[config.mk]
export PLATFORM = sky130hd
export DESIGN_NAME = x86_16_mov_instruction_decoder
export DESIGN_NICKNAME = d
export VERILOG_FILES = /design/src/hdl/x86mov_pkg.sv /design/src/hdl/x86mov_collect.sv /design/src/hdl/x86mov_format.sv /design/src/hdl/x86_16_mov_instruction_decoder.sv
export SDC_FILE = /design/constraint.sdc
export NUM_CORES = 1
export LEC_CHECK = 0
export BUFFER_PORTS_ARGS = -buffer_cell sky130_fd_sc_hd__buf_4
export CORE_MARGIN = 10
export CORE_UTILIZATION = 43
export CTS_CLUSTER_SIZE = 8
export DETAILED_ROUTE_END_ITERATION = 7
export GPL_ROUTABILITY_DRIVEN = 0
export SLEW_MARGIN = 20
export SYNTH_ARGS = -nofsm -noshare
export SYNTH_HDL_FRONTEND = slang
export SYNTH_SLANG_ARGS = --single-unit
[constraint.sdc]
create_clock -name clk -period 6.1 [get_ports clk]
set_input_delay 0 -clock clk [delete_from_list [all_inputs] [get_ports clk]]
set_output_delay 0 -clock clk [all_outputs]
set_load 0.02 [all_outputs]
[src/hdl/x86mov_pkg.sv]
`default_nettype none

package x86mov_pkg;

    typedef enum logic [2:0] {
        FORM_RM_REG  = 3'd0,
        FORM_IMM_RM  = 3'd1,
        FORM_IMM_REG = 3'd2,
        FORM_MEM_ACC = 3'd3,
        FORM_ACC_MEM = 3'd4,
        FORM_UNSUP   = 3'd5
    } form_t;

    localparam logic [7:0] RM_REG_MASK  = 8'hFC;
    localparam logic [7:0] RM_REG_CODE  = 8'h88;
    localparam logic [7:0] IMM_RM_MASK  = 8'hFE;
    localparam logic [7:0] IMM_RM_CODE  = 8'hC6;
    localparam logic [7:0] IMM_REG_MASK = 8'hF0;
    localparam logic [7:0] IMM_REG_CODE = 8'hB0;
    localparam logic [7:0] ACC_MASK     = 8'hFC;
    localparam logic [7:0] ACC_CODE     = 8'hA0;

    localparam logic [1:0] MOD_MEM    = 2'd0;
    localparam logic [1:0] MOD_DISP8  = 2'd1;
    localparam logic [1:0] MOD_DISP16 = 2'd2;
    localparam logic [1:0] MOD_REG    = 2'd3;
    localparam logic [2:0] RM_DIRECT  = 3'd6;

    localparam logic [2:0] UNSUP_LENGTH = 3'd1;
    localparam logic [2:0] OPCODE_ONLY  = 3'd1;
    localparam logic [2:0] MODRM_LENGTH = 3'd2;
    localparam logic [2:0] ACC_LENGTH   = 3'd3;

    typedef struct packed {
        logic [7:0]  opcode;
        logic [7:0]  modrm;
        logic [15:0] disp;
        logic [15:0] imm;
        logic [2:0]  length;
        logic        unsup;
    } snap_t;

    typedef struct packed {
        form_t       form;
        logic        wide;
        logic        reg_is_dest;
        logic [2:0]  reg_index;
        logic [1:0]  mode_bits;
        logic [2:0]  rm_index;
        logic        has_direct_address;
        logic [15:0] displacement;
        logic [15:0] immediate;
        logic [2:0]  length;
    } rec_t;

    function automatic logic is_rm_reg(input logic [7:0] op);
        return (op & RM_REG_MASK) == RM_REG_CODE;
    endfunction

    function automatic logic is_imm_rm(input logic [7:0] op);
        return (op & IMM_RM_MASK) == IMM_RM_CODE;
    endfunction

    function automatic logic is_imm_reg(input logic [7:0] op);
        return (op & IMM_REG_MASK) == IMM_REG_CODE;
    endfunction

    function automatic logic is_acc(input logic [7:0] op);
        return (op & ACC_MASK) == ACC_CODE;
    endfunction

    function automatic logic [1:0] disp_bytes(input logic [7:0] modrm);
        logic [1:0] n;
        case (modrm[7:6])
            MOD_DISP8:  n = 2'd1;
            MOD_DISP16: n = 2'd2;
            MOD_MEM:    n = (modrm[2:0] == RM_DIRECT) ? 2'd2 : 2'd0;
            default:    n = 2'd0;
        endcase
        return n;
    endfunction

    function automatic logic [15:0] widen(input logic [15:0] hold, input logic [1:0] n);
        logic [15:0] v;
        case (n)
            2'd1:    v = {{8{hold[7]}}, hold[7:0]};
            2'd2:    v = hold;
            default: v = 16'd0;
        endcase
        return v;
    endfunction

    function automatic logic [15:0] put_byte(input logic [15:0] hold, input logic [2:0] k,
                                             input logic [7:0] b);
        logic [15:0] v;
        case (k)
            3'd0:    v = {hold[15:8], b};
            3'd1:    v = {b, hold[7:0]};
            default: v = hold;
        endcase
        return v;
    endfunction

endpackage

`default_nettype wire

[src/hdl/x86mov_collect.sv]
`default_nettype none

module x86mov_collect (
    input  wire logic              clk,
    input  wire logic              rst_n,
    input  wire logic              accept,
    input  wire logic [7:0]        code_byte,
    output x86mov_pkg::snap_t      snap,
    output logic                   fire
);
    import x86mov_pkg::*;

    logic [7:0]  opcode_reg, opcode_next;
    logic [7:0]  modrm_reg, modrm_next;
    logic [2:0]  seen_reg, seen_next;
    logic [2:0]  needed_reg, needed_next;
    logic [15:0] disp_reg, disp_next;
    logic [15:0] imm_reg, imm_next;
    logic [2:0]  seen_adv;
    logic        unsup;
    logic [1:0]  dn;
    logic [1:0]  imm_n;
    logic [2:0]  k;

    always_comb
    begin
        opcode_next = opcode_reg;
        modrm_next  = modrm_reg;
        seen_next   = seen_reg;
        needed_next = needed_reg;
        disp_next   = disp_reg;
        imm_next    = imm_reg;
        seen_adv    = seen_reg + 3'd1;
        unsup       = 1'b0;
        fire        = 1'b0;
        dn          = disp_bytes(modrm_reg);
        imm_n       = 2'd0;
        k           = seen_reg - 3'd2;
        if (seen_reg == 3'd0)
        begin
            opcode_next = code_byte;
            modrm_next  = 8'd0;
            disp_next   = 16'd0;
            imm_next    = 16'd0;
            seen_next   = OPCODE_ONLY;
            if (is_rm_reg(code_byte) || is_imm_rm(code_byte))
            begin
                needed_next = MODRM_LENGTH;
            end
            else if (is_imm_reg(code_byte))
            begin
                needed_next = MODRM_LENGTH + {2'd0, code_byte[3]};
            end
            else if (is_acc(code_byte))
            begin
                needed_next = ACC_LENGTH;
            end
            else
            begin
                needed_next = 3'd0;
                seen_next   = 3'd0;
                unsup       = 1'b1;
                fire        = 1'b1;
            end
        end
        else
        begin
            if (is_rm_reg(opcode_reg) || is_imm_rm(opcode_reg))
            begin
                if (seen_reg == OPCODE_ONLY)
                begin
                    imm_n       = is_imm_rm(opcode_reg) ? {1'b0, 1'b1} + {1'b0, opcode_reg[0]}
                                                        : 2'd0;
                    modrm_next  = code_byte;
                    needed_next = MODRM_LENGTH + {1'b0, disp_bytes(code_byte)} + {1'b0, imm_n};
                end
                else if (k < {1'b0, dn})
                begin
                    disp_next = put_byte(disp_reg, k, code_byte);
                end
                else
                begin
                    imm_next = put_byte(imm_reg, k - {1'b0, dn}, code_byte);
                end
            end
            else if (is_imm_reg(opcode_reg))
            begin
                imm_next = put_byte(imm_reg, seen_reg - 3'd1, code_byte);
            end
            else
            begin
                disp_next = put_byte(disp_reg, seen_reg - 3'd1, code_byte);
            end
            seen_next = seen_adv;
            if (seen_adv >= needed_next)
            begin
                fire        = 1'b1;
                seen_next   = 3'd0;
                needed_next = 3'd0;
            end
        end
    end

    always_comb
    begin
        snap.opcode = opcode_next;
        snap.modrm  = modrm_next;
        snap.disp   = disp_next;
        snap.imm    = imm_next;
        snap.length = unsup ? UNSUP_LENGTH : seen_adv;
        snap.unsup  = unsup;
    end

    always_ff @(posedge clk or negedge rst_n)
    begin
        if (!rst_n)
        begin
            opcode_reg <= 8'd0;
            modrm_reg  <= 8'd0;
            seen_reg   <= 3'd0;
            needed_reg <= 3'd0;
            disp_reg   <= 16'd0;
            imm_reg    <= 16'd0;
        end
        else if (accept)
        begin
            opcode_reg <= opcode_next;
            modrm_reg  <= modrm_next;
            seen_reg   <= seen_next;
            needed_reg <= needed_next;
            disp_reg   <= disp_next;
            imm_reg    <= imm_next;
        end
    end

endmodule

`default_nettype wire

[src/hdl/x86mov_format.sv]
`default_nettype none

module x86mov_format (
    input  x86mov_pkg::snap_t snap,
    output x86mov_pkg::rec_t  rec
);
    import x86mov_pkg::*;

    logic [1:0] dn;

    always_comb
    begin
        rec        = '0;
        rec.form   = FORM_UNSUP;
        rec.length = snap.length;
        dn         = disp_bytes(snap.modrm);
        if (snap.unsup)
        begin
            rec.form = FORM_UNSUP;
        end
        else if (is_rm_reg(snap.opcode) || is_imm_rm(snap.opcode))
        begin
            rec.form               = is_rm_reg(snap.opcode) ? FORM_RM_REG : FORM_IMM_RM;
            rec.wide               = snap.opcode[0];
            rec.reg_is_dest        = is_rm_reg(snap.opcode) ? snap.opcode[1] : 1'b0;
            rec.reg_index          = snap.modrm[5:3];
            rec.mode_bits          = snap.modrm[7:6];
            rec.rm_index           = snap.modrm[2:0];
            rec.has_direct_address = (snap.modrm[7:6] == MOD_MEM) &&
                                     (snap.modrm[2:0] == RM_DIRECT);
            rec.displacement       = widen(snap.disp, dn);
            rec.immediate          = is_imm_rm(snap.opcode)
                                   ? widen(snap.imm, {1'b0, 1'b1} + {1'b0, snap.opcode[0]})
                                   : 16'd0;
        end
        else if (is_imm_reg(snap.opcode))
        begin
            rec.form        = FORM_IMM_REG;
            rec.wide        = snap.opcode[3];
            rec.reg_is_dest = 1'b1;
            rec.reg_index   = snap.opcode[2:0];
            rec.immediate   = widen(snap.imm, {1'b0, 1'b1} + {1'b0, snap.opcode[3]});
        end
        else
        begin
            rec.form               = snap.opcode[1] ? FORM_ACC_MEM : FORM_MEM_ACC;
            rec.wide               = snap.opcode[0];
            rec.reg_is_dest        = ~snap.opcode[1];
            rec.has_direct_address = 1'b1;
            rec.displacement       = snap.disp;
        end
    end

endmodule

`default_nettype wire

[src/hdl/x86_16_mov_instruction_decoder.sv]
// Channel | Signals                                   | Request
// --------+-------------------------------------------+--------------------------
// code    | code_valid, code_ready, code_byte         | one byte of code stream
// rec     | rec_valid, rec_ready, form .. length      | one decoded MOV record
//
// One byte is taken per cycle while code_ready is high; each record is registered.
// The byte collector register and the result register bound the single pass.
// A two-entry result buffer keeps bytes flowing while one record waits.
// code_ready drops only when both result entries are full.
// Reset clears the collector and empties the result buffer.
`default_nettype none

module x86_16_mov_instruction_decoder (
    input  wire logic               clk,
    input  wire logic               rst_n,
    input  wire logic               code_valid,
    output logic                    code_ready,
    input  wire logic [7:0]         code_byte,
    output logic                    rec_valid,
    input  wire logic               rec_ready,
    output x86mov_pkg::form_t       form,
    output logic                    wide,
    output logic                    reg_is_dest,
    output logic [2:0]              reg_index,
    output logic [1:0]              mode_bits,
    output logic [2:0]              rm_index,
    output logic                    has_direct_address,
    output logic signed [15:0]      displacement,
    output logic signed [15:0]      immediate,
    output logic [2:0]              length
);
    import x86mov_pkg::*;

    snap_t snap;
    rec_t  rec;
    logic  fire;
    logic  accept;
    logic  take;
    logic  push;

    logic  out_valid_reg, out_valid_next;
    rec_t  out_rec_reg, out_rec_next;
    logic  skid_valid_reg, skid_valid_next;
    rec_t  skid_rec_reg, skid_rec_next;

    assign code_ready = ~skid_valid_reg;
    assign accept     = code_valid & code_ready;
    assign push       = accept & fire;
    assign take       = out_valid_reg & rec_ready;

    x86mov_collect u_collect (
        .clk       (clk),
        .rst_n     (rst_n),
        .accept    (accept),
        .code_byte (code_byte),
        .snap      (snap),
        .fire      (fire)
    );

    x86mov_format u_format (
        .snap (snap),
        .rec  (rec)
    );

    always_comb
    begin
        out_valid_next  = out_valid_reg;
        out_rec_next    = out_rec_reg;
        skid_valid_next = skid_valid_reg;
        skid_rec_next   = skid_rec_reg;
        if (take || !out_valid_reg)
        begin
            if (skid_valid_reg)
            begin
                out_valid_next  = 1'b1;
                out_rec_next    = skid_rec_reg;
                skid_valid_next = 1'b0;
            end
            else
            begin
                out_valid_next = push;
                out_rec_next   = rec;
            end
        end
        else if (push)
        begin
            skid_valid_next = 1'b1;
            skid_rec_next   = rec;
        end
    end

    always_ff @(posedge clk or negedge rst_n)
    begin
        if (!rst_n)
        begin
            out_valid_reg  <= 1'b0;
            skid_valid_reg <= 1'b0;
        end
        else
        begin
            out_valid_reg  <= out_valid_next;
            skid_valid_reg <= skid_valid_next;
        end
    end

    always_ff @(posedge clk)
    begin
        out_rec_reg  <= out_rec_next;
        skid_rec_reg <= skid_rec_next;
    end

    assign rec_valid          = out_valid_reg;
    assign form               = out_rec_reg.form;
    assign wide               = out_rec_reg.wide;
    assign reg_is_dest        = out_rec_reg.reg_is_dest;
    assign reg_index          = out_rec_reg.reg_index;
    assign mode_bits          = out_rec_reg.mode_bits;
    assign rm_index           = out_rec_reg.rm_index;
    assign has_direct_address = out_rec_reg.has_direct_address;
    assign displacement       = $signed(out_rec_reg.displacement);
    assign immediate          = $signed(out_rec_reg.immediate);
    assign length             = out_rec_reg.length;

endmodule

`default_nettype wire

# After elaboration in Yosys (flattened, before gate mapping)
# Cells that the tools add are included.
# Widths: inputs -> output; s select.
[op_classes]
n_mux = 68
bitwise_logic = 6
order_cmp = 2
n_reduce_logical = 15
n_eq_ne = 29
add_sub_neg = 10
[op_table]
columns = ["operator", "count"]
rows = [
  ["$pmux 16 s2", 7],
  ["$mux 16", 12],
  ["$mux 49", 1],
  ["$mux 3", 15],
  ["$mux 43", 1],
  ["$mux 8", 5],
  ["$mux 33", 1],
  ["$eq 6x6->1 const B", 4],
  ["$eq 7x7->1 const B", 3],
  ["$pmux 2 s3", 3],
  ["$mux 17", 1],
  ["$mux 2", 8],
  ["$eq 2x1->1 const B", 6],
  ["$eq 2x2->1 const B", 6],
  ["$eq 3x1->1 const B", 4],
  ["$eq 4x4->1 const B", 3],
  ["$logic_not 3->1", 4],
  ["$mux 1", 12],
  ["$mux 5", 2],
  ["$eq 3x3->1 const B", 3],
  ["$add 1x1->2 const A", 3],
  ["$logic_not 2->1", 3],
  ["$logic_or 1x1->1", 4],
  ["$add 2x1->3 const A", 1],
  ["14 further kinds", 18],
]
[totals]
register_bits = 154
word_cells = 158
out_inout_bits = 51
in_bits = 12

# Depth between registers and ports, before layout
[logic_depth]
depth_word = 17
mapped_depth = 14
ltp_nobuf = 13

# By module
# From an unflattened synthesis, not the netlist that was laid out.
[unflattened]
hier_cells = 804
area_unflattened_um2 = 8790.9
[modules_own_cells]
columns = ["mod", "area_per_inst_um2", "instances", "seq_area_each_um2", "cells_per_inst"]
rows = [
  ["x86mov_collect", 4194.0, 1, 1351.3, 507],
  ["x86_16_mov_instruction_decoder", 3831.2, 1, 2992.9, 162],
  ["x86mov_format", 765.7, 1, 0.0, 135],
]

# Worst setup path before layout
# OpenSTA, ideal clock, no wires.
[synth_path]
kind = "register to register"
from = "register u_collect.seen_reg[1]"
to = "register skid_rec_reg[0] (netlist bit), enable pin"
period_less_slack_ns = 4.806
arrival_ns = 4.350
t_required_ns = 5.644
setup_time_ns = 0.456
n_path_buf = 2
setup_slack_ns = 1.294
path_stages_with_launch = 13
cell_sequence = "dfrtp_1 -> clkbuf_2 -> inv_1 -> ha_1 -> buf_2 -> o2111ai_4 -> mux2_2 -> ha_1 -> nand2b_1 -> a21o_1 -> a211o_1 -> nand2_1 -> nor2_1"
[synth_via]
elab_chain_cells = 9
elab_cells_between_ends = 11
cone_classes = "add/sub (1); order compare (1); eq/ne (1); mux (5); bitwise (1); reduce/logical (2)"
[synth_rtl]
columns = ["item", "line", "source"]
rows = [
  ["from (decl)", "x86mov_collect.sv:15", "logic [2:0] seen_reg, seen_next;"],
  ["from (signal assigned)", "x86mov_collect.sv:129", "seen_reg <= seen_next;"],
  ["$eq 3x1->1", "x86mov_collect.sv:70", "if (seen_reg == OPCODE_ONLY)"],
  ["$mux 3", "x86mov_collect.sv:70", ""],
  ["$mux 3", "x86mov_collect.sv:68", "if (is_rm_reg(opcode_reg) || is_imm_rm(opcode_reg))"],
  ["$mux 3", "x86mov_collect.sv:39", "if (seen_reg == 3'd0)"],
  ["$ge 3x3->1", "x86mov_collect.sv:95", "if (seen_adv >= needed_next)"],
  ["$mux 1", "x86mov_collect.sv:95", ""],
  ["$mux 1 (*)", "x86mov_collect.sv:39", ""],
  ["$and 1x1->1 (*)", "x86_16_mov_instruction_decoder.sv:48", "assign push = accept & fire;"],
  ["$reduce_and 2->1 (no line) (*)", "-", ""],
  ["to (signal assigned)", "x86_16_mov_instruction_decoder.sv:109", "skid_rec_reg <= skid_rec_next;"],
  ["to (decl)", "x86_16_mov_instruction_decoder.sv:44", "rec_t skid_rec_reg, skid_rec_next;"],
]
# Mark *: on every way between the ends. The rest lies on a longest branch, timed or not. The select of a mux whose other input is x is not followed.
# A chain may end at the register's enable or synchronous reset.

# Worst setup path after layout
[layout_path]
from = "register u_collect.seen_reg[1]"
to = "register skid_rec_reg[5] (netlist bit), enable pin"
# The elaborated chain is that of the path after synthesis.

==> results.md <==
- Fraction of layout cells with a size suffix above 1: 17.7%
- Status: finished, final reports clean
- Top Ports: 63
- Final Cycle Share: a little over two thirds
- PortBufs: 62
- DIE WIDTH: ~160 um
- Crit. path cell count: 11
- Core area: between 0.015 and 0.02 sq mm
- Count of final max-slew check failures: 0
- Initial Util: 43.5%
- Synth Register Bits: between 150 and 200
- Crit Path Max Fanout: 26
- Post_cts resized: 0
- Die height: ~160 um
- CTS Buf Count: 17
- Worst-skew pair later-pin latency: 0.43 ns
- Via count: approximately 6400
- GRT overflow: 0
- CTS H-tree depth: 4
- CP most frequent cell: ha_1
- FILL cells: about 1600
- Routed vias/inst: ~6.1
- DRC Markers: 0
- Buf/Inv on CP: 2
- Sequential share of the synthesized area: between 50% and 60%
- Mapped cell area: approximately 0.008 sq mm
- Req. time, crit path: just over 6 ns
- Average size of a mapped cell: around 11 sq um
- Max Root-Sink Buffers: 2
- Worst-path clk slew: about 0.060 ns
- Max VDD drop: ~0.23 mV
- Die area: between 0.02 and 0.025 sq mm
- Distinct cells, synth: 73
- Worst Setup SP: u_collect.seen_reg[1]
- Crit-path max cell delay: around 0.60 ns
- Worst R2R Start: u_collect.seen_reg[1]
- Final critical-path required period: approximately 4.3 ns
- Area of the multi-input gates: ~0.0035 sq mm
- Number of global-route vias before repair: 6269
- Net Count, Synth: between 700 and 800
- Worst path arrival time: 4.35 ns
- Max-Cap Viols: 0
- Worst min path class: input pin to register
- Worst r2r dst: skid_rec_reg[5]
- Worst-Margin Slew: around 1.0 ns
- Asr flop ratio synth: 36.4%
- Clock Tree Root: clkbuf_16
- Setup CP Type: register to register
- Final setup fails: 0
- Initial antenna violation count: 0
- Nets: between 800 and 900
- Worst setup EP type: register
- Most frequent cells in the layout: nand2_1, edfxtp_1, buf_4
- TNS Setup: 0 ns
- Global-route wire length before repair: ~35 mm
- All-Layer GR Usage: 18.0%
- DP HPWL: around 15 mm
- DR iter-0 viols: 601
- Critical path's slowest cell: nor2_4
- Crit-path leading delay family: simple AND/OR/NAND/NOR gates
- Most common cell after layout, fill and taps aside: nand2_1
- Crit-path cells: inv_1 > ha_1 > o2111ai_4 > mux2_2 > ha_1 > nand2b_1 > a21o_1 > a211o_1 > nand2_1 > nor2_4 > buf_4
- Max FFs per register: 49
- PwrDens: 492 mW/mm^2
- Post-Layout Cell Count: 1042
- Inst Count DP: 1004
- Largest net degree at the start of global routing: 58
- Slack of the worst reg-to-reg path: ~1.8 ns
- Number of synthesized flops with an enable pin: 98
- Ant diodes: 0
- Syn Inst Count: around 750
- Ys Warns: 0
- RSZ-0062 raised after global routing: no
- Worst R2R Path Depth: 11
- Row cnt: 50
- Top_reg_cell synth: edfxtp_1
- Final hold vios: 0
- Leak: ~3.7 nW
- Startpoint types: register
- Fmax: 0.235 GHz
- Slew headroom: just under 30%
- TritonCTS clock tree: built
- Clock sinks: roughly 150
- First-pass DRT Iterations: 5
- Final WL: around 22 mm
- Drt wl/cell: around 21 um
- Crit path to: skid_rec_reg[5]
- Final antenna-violating net count: 0
- Register Area: about 0.0043 sq mm
- Area growth syn-to-layout: 15.6%
- Worst Clk Skew: around 0.011 ns
[Yosys cell counts (6+ instances only)]
master / n / area [sq um]
dfrtp_1: 56 / 1400
nand2_1: 129 / 484
nor3_1: 21 / 105
nand3_1: 10 / 50.1
o22ai_1: 7 / 43.8
inv_1: 14 / 52.6
o31ai_1: 22 / 165
o211ai_1: 16 / 120
mux2_2: 27 / 304
and3_1: 7 / 43.8
edfxtp_1: 98 / 2940
nand4_1: 6 / 37.5
mux2i_1: 18 / 180
clkbuf_1: 39 / 146
o21ai_0: 40 / 200
nor2b_1: 8 / 50.1
a2bb2oi_1: 8 / 70.1
buf_2: 9 / 45.0
ha_1: 13 / 163
a21oi_1: 9 / 45.0
a22oi_1: 7 / 52.6
a22o_1: 12 / 105
nor2_1: 46 / 173
a221oi_1: 36 / 315
or3_1: 7 / 43.8
[kinds of logic (layout without fill, tap and decap cells)]
kind of cell	count (synthesis)	count (layout)	share of synthesized area [%]
mux	46	46	6.15
fa+ha+maj	14	14	2.25
xor+xnor	5	5	0.540
flops	154	154	53.5
buf+inv	70	124	3.48
simple gates	261	261	15.0
compound gates	204	204	19.1
[power breakdown]
group / switching, mW / total (mW) / internal, mW
Sequential: 0.157 / 1.67 / 1.51
Combinational: 1.23 / 1.88 / 0.653
Clock: 0.446 / 1.07 / 0.622
Total: 1.83 / 4.62 / 2.79
[repair_timing]
item	CTS	global route
hold buffers	6	0
buffers inserted	0	0
hold endpoints to repair	65	0
setup endpoints to repair	0	0
[worst min path at each step]
stage,cells after the start,slack (ns),endpoint,from
2_1_floorplan,0,-0.30,rec_valid,rst_n
3_3_place_gp,1,0.11,rec_valid,rst_n
3_5_place_dp,1,0.13,skid_valid_reg,rst_n
4_1_cts,2,0.01,u_collect.opcode_reg[6],code_byte[6]
5_1_grt,2,0.03,u_collect.opcode_reg[6],code_byte[6]
6_report,2,0.04,u_collect.opcode_reg[6],code_byte[6]
[stage by stage]
step | area [sq um] | setup slack, ns | power, mW | util (%) | hold slack (ns)
floorplan | 8120 | 1.29 | 2.92 | - | -0.296
global placement | 8730 | 1.98 | 3.51 | 46.8 | 0.114
detailed placement | 8730 | 1.87 | 3.56 | 46.8 | 0.127
CTS | 9380 | 1.86 | 4.62 | 50.3 | 0.0123
global route | 9380 | 1.54 | 4.87 | 50.3 | 0.0324
finish | 9380 | 1.85 | 4.62 | 50.3 | 0.0400
[final cells by class]
| cell class | count | area share [%] |
|---|---|---|
| Clock buffer | 21 | 4.80 |
| Sequential cell | 154 | 46.3 |
| Clock inverter | 11 | 1.47 |
| Inverter | 15 | 0.600 |
| Tap cell | 234 | 3.12 |
| Multi-Input combinational cell | 530 | 37.4 |
| Timing Repair Buffer | 77 | 6.32 |
[routing by layer]
layer	vias to the layer above	wire, um	track usage [%]
li1	2950	-	-
met1	3147	9520	22.8
met2	259	10600	29.7
met3	38	1370	3.90
met4	0	439	6.32
met5	-	0	0
[worst register-to-register path, delay by kind of cell (launching register included)]
family	cells	cell delay (ns)
simple gates	3	0.82
compound gates	3	0.81
flops	1	0.50
mux	1	0.44
fa+ha+maj	2	0.67
buf+inv	2	0.66
(Power assumes the default switching activity.)
